File: src/sv/nbhm_ram.sv
module nbhm_ram #(
  parameter int WIDTH = 8,
  parameter int DEPTH = 16,
  localparam int AW = $clog2(DEPTH)
) (
  input  logic             clk,
  input  logic             we,
  input  logic [AW-1:0]    waddr,
  input  logic [WIDTH-1:0] wdata,
  input  logic [AW-1:0]    raddr,
  output logic [WIDTH-1:0] rdata
);

  logic [WIDTH-1:0] mem [DEPTH];

  // Write port and registered read port
  always_ff @(posedge clk) begin
    if (we) begin
      mem[waddr] <= wdata;
    end
    rdata <= mem[raddr];
  end

endmodule

File: config.mk
export PLATFORM = sky130hd
export DESIGN_NAME = nbhm_ram
export DESIGN_NICKNAME = d
export VERILOG_FILES = /design/src/sv/nbhm_ram.sv
export SDC_FILE = /design/constraint.sdc
export NUM_CORES = 1
export LEC_CHECK = 0
export BUFFER_PORTS_ARGS = -buffer_cell sky130_fd_sc_hd__buf_2
export CORE_MARGIN = 1.5
export CORE_UTILIZATION = 40
export CTS_BUF_LIST = sky130_fd_sc_hd__clkbuf_2 sky130_fd_sc_hd__clkbuf_4 sky130_fd_sc_hd__clkbuf_8
export DETAILED_ROUTE_END_ITERATION = 10
export GPL_ROUTABILITY_DRIVEN = 0
export PLACE_DENSITY_LB_ADDON = 0.12
export SLEW_MARGIN = 20
export SYNTH_ARGS = -nofsm -noshare
export SYNTH_HDL_FRONTEND = slang
export SYNTH_SLANG_ARGS = --single-unit
File: constraint.sdc
create_clock -name clk -period 2 [get_ports clk]
set_input_delay 0 -clock clk [delete_from_list [all_inputs] [get_ports clk]]
set_output_delay 0 -clock clk [all_outputs]
set_load 0.05 [all_outputs]
; Yosys cells after proc, flatten, opt, wreduce, memory -nomap -nowiden
; Memories as Yosys holds them, arrays and structs flattened. A register that Yosys moved wholly into a read port is not among the register bits.
; Index checks and enable logic that the tools add are counted.
[op_classes]
muxes = 2
[ops]
columns = op, count
row1 = $mux 1, 2
[word_totals]
reg_bits = 0
mem_bits_rw = 128
out_inout_bits = 8
wordCells = 3
n_memories = 1
[mem_list]
columns = name, depth, word_bits, read_ports, rd_ports_with_merged_regs, wr, line_no
row1 = mem, 16, 8, 1, 1, 1, 14  ; logic [WIDTH-1:0] mem [DEPTH];

; Depth between registers and ports, before layout
[depth]
ltp_word = 2
ltp_mapped = 5
depth_no_buf = 3

; Worst setup path after synthesis
; Ideal clock, no wire load.
[synth_path]
kind = input to register
startpoint = input port waddr[2]
endpoint = memory mem[0][0], enable pin
t_arrival_ns = 1.110
required_ns = 1.617
slack_ns = 0.507
stages = 2
cell_sequence = or3b_2 -> nor3_1
[synth_rtl]
columns = element, line_no
row1 = from (decl), 8  ; input logic [AW-1:0] waddr,
row2 = to (decl), 14
; Straight into the memory's write port.

==> metrics.md <==
| Metric | Value |
|---|---|
| Synthesized net count | `247` |
| Max Fclk | `750 MHz` |
| CP Data Required Time | `2320 ps` |
| Cell Area, Synth | `5150 sq um` |
| Cell count after synthesis | `229` |
| PwrDens | `between 900 and 1000 nW/um^2` |
| Final WS setup | `667 ps` |
| Clock skew | `8.98 ps` |
| Max_cap viols | `0` |
| IO Pins | `26` |
| RSZ-0062 raised after global routing | `no` |
| Initial Util | `41.0%` |
| DP HPWL | `6230 um` |
| Clk Latency, worst-skew pair | `440 ps` |
| Slew margin rel. | `67.8%` |
| Crit share post-route | `between 60% and 70%` |
| Core region area | `12600 sq um` |
| DRT Pass-1 Iters | `4` |
| Fill count | `1053` |
| Data arrival time of the worst path | `1660 ps` |
| Die Ht | `116 um` |
| Worst Max-Slew Pin Slew | `~480 ps` |
| Largest net degree at the start of global routing | `19` |
| Setup_tns | `0 ps` |
| Final Cell Area | `6040 sq um` |
| Share of cells above drive strength 1 | `32.0%` |
| First-pass GRT wire length | `~14000 um` |
| Sink Count | `136` |
| Initial antenna violation count | `0` |
| Placement Setup Slack | `402 ps` |
| Post-synthesis cell type count | `19` |
| CTS Buf Count | `17` |
| Vias in the first global route | `2546` |
| CTS tree | `yes` |
| Status | `completed` |
| Area grow syn2layout | `17.4%` |
| Crit path time final | `1330 ps` |
| Post-route DRC | `0` |
| Buffer depth of the longest clock path | `2` |
| Clock root buffer | `clkbuf_8` |
| Count of state elements after synthesis | `136` |
| Syn Area/Cell | `22.5 sq um` |
| WS Path Type | `reg -> reg` |
| Vias | `2415` |
| Min-Delay Path Class | `in -> reg` |
| Avg WL per Cell | `19.8 um` |
| Chip width | `116 um` |
| Post-route ant nets | `0` |
| Post-cts sizing count | `0` |
| H-Tree Depth | `4` |
| Die area | `13600 sq um` |
| Final Hold Fails | `0` |
| Clock-pin transition on the worst setup and hold timing paths | `70 ps` |
| Layout Utilization | `48.1%` |
| Average vias per placed instance | `just over 5` |
| GRT overflow | `0` |
| Sequential-to-total area share from yosys stat | `77.8%` |
| GRT Total Usage | `15.7%` |
| I/O Buffers | `25` |
| CP Launch Type | `register` |
| Area after DPL | `5580 sq um` |
| CP max FO | `1` |
| Routed Wire Length | `roughly 9400 um` |
| # diodes | `0` |
| Synth Warn # | `0` |
| Worst hold margin | `around 75 ps` |
| Static Leak | `2.06 nW` |
| Final net count | `a little over 300` |
| Final setup fails | `0` |
| Peak VDD IR | `0.350 mV` |
| Row cnt | `41` |
| Crit end category | `register` |
| Pins over their slew limit | `0` |
| DRT iter0 DRCs | `121` |
-- state kept, by name, summed over array words and instances, names as in the netlist --
name and cells:
rdata 8, mem 128
-- layout make-up --
| class | instances | area, sq um | area share [%] |
|---|---|---|---|
| Clock inverter | 2 | 10.0 | 0.166 |
| Tap cell | 172 | 215 | 3.56 |
| Sequential cell | 136 | 4000 | 66.2 |
| Multi-Input combinational cell | 83 | 1060 | 17.5 |
| Clock buffer | 30 | 375 | 6.21 |
| Timing Repair Buffer | 55 | 383 | 6.33 |
-- placed cells by master (no fill, tap or decap), types with 2 or more instances in the layout --
cell           netlist  final
dfxtp_1              8      8
clkbuf_8             0     24
buf_2                3     25
mux4_2              18     18
dlygate4sd3_1        0      8
buf_4                1     21
mux4_1              14     14
nand3b_1             2      2
nand2b_1             2      2
nor2_1              13     13
nor3_1               4      4
edfxtp_1           128    128
a22oi_1             16     16
nand2_1              9      9
clkbuf_4             0      6
clkinv_2             0      2
-- worst max-delay path: stages, from the launching register on --
cell and delay, ps:
edfxtp_1 360, mux4_1 500, a22oi_1 260, nand2_1 100
-- per-layer routing --
| layer | global-route usage, % | wire length, um | vias up |
|---|---|---|---|
| met3 | 4.31 | 264 | 18 |
| met4 | 7.32 | 186 | 0 |
| met5 | 0 | 0 | - |
| li1 | - | - | 1102 |
| met2 | 25.4 | 4780 | 36 |
| met1 | 19.9 | 4210 | 1259 |
-- synthesized netlist by cell type, drive strengths merged --
| cell type | count | area share (%) |
|---|---|---|
| edfxtp | 128 | 75 |
| mux4 | 32 | 15 |
| a22oi | 16 | 2.3 |
| nor2 | 13 | 0.95 |
| nand2 | 9 | 0.66 |
| dfxtp | 8 | 3.1 |
| buf | 7 | 1.1 |
| nor3 | 4 | 0.39 |
| clkdlybuf4s25 | 3 | 0.58 |
| nand2b | 2 | 0.24 |
| nand3b | 2 | 0.29 |
| and2 | 1 | 0.12 |
| and2b | 1 | 0.15 |
| nand3 | 1 | 0.097 |
| nor2b | 1 | 0.12 |
| or3b | 1 | 0.17 |
-- stage by stage --
stage	power (mW)	std cells
3_5_place_dp	3.62	438
3_3_place_gp	3.62	438
4_1_cts	5.75	478
2_1_floorplan	3.49	229
5_1_grt	5.86	478
6_report	5.68	478
-- final timing paths --
kind              slack (ps)  cells after the start                 start              endpoint
setup / recovery         670                      3   mem[1][0]$_DFFE_PP_      rdata[0]$_DFF_P_
setup reg to reg         670                      3   mem[1][0]$_DFFE_PP_      rdata[0]$_DFF_P_
hold reg to reg          690                      3  mem[12][3]$_DFFE_PP_      rdata[3]$_DFF_P_
hold / removal            80                      3              waddr[3]  mem[10][6]$_DFFE_PP_
-- cells by family after synthesis --
kind of cell	synth area share, %
flops	77.8
buf+inv	1.68
mux	15.0
compound gates	2.33
simple gates	3.18
-- repair_timing --
item                                   CTS  global route
hold buffers                             8             0
setup buffers                            0             0
endpoints found under the hold margin  128             0
-- power by group --
group	switching, mW	internal (mW)	total [mW]	leakage [nW]
logic	0.225	0.140	0.364	0.624
registers	0.0160	3.18	3.20	1.22
clock network	0.946	1.17	2.12	0.208
total	1.19	4.50	5.68	2.06
Power figures use the tool's default switching activity.
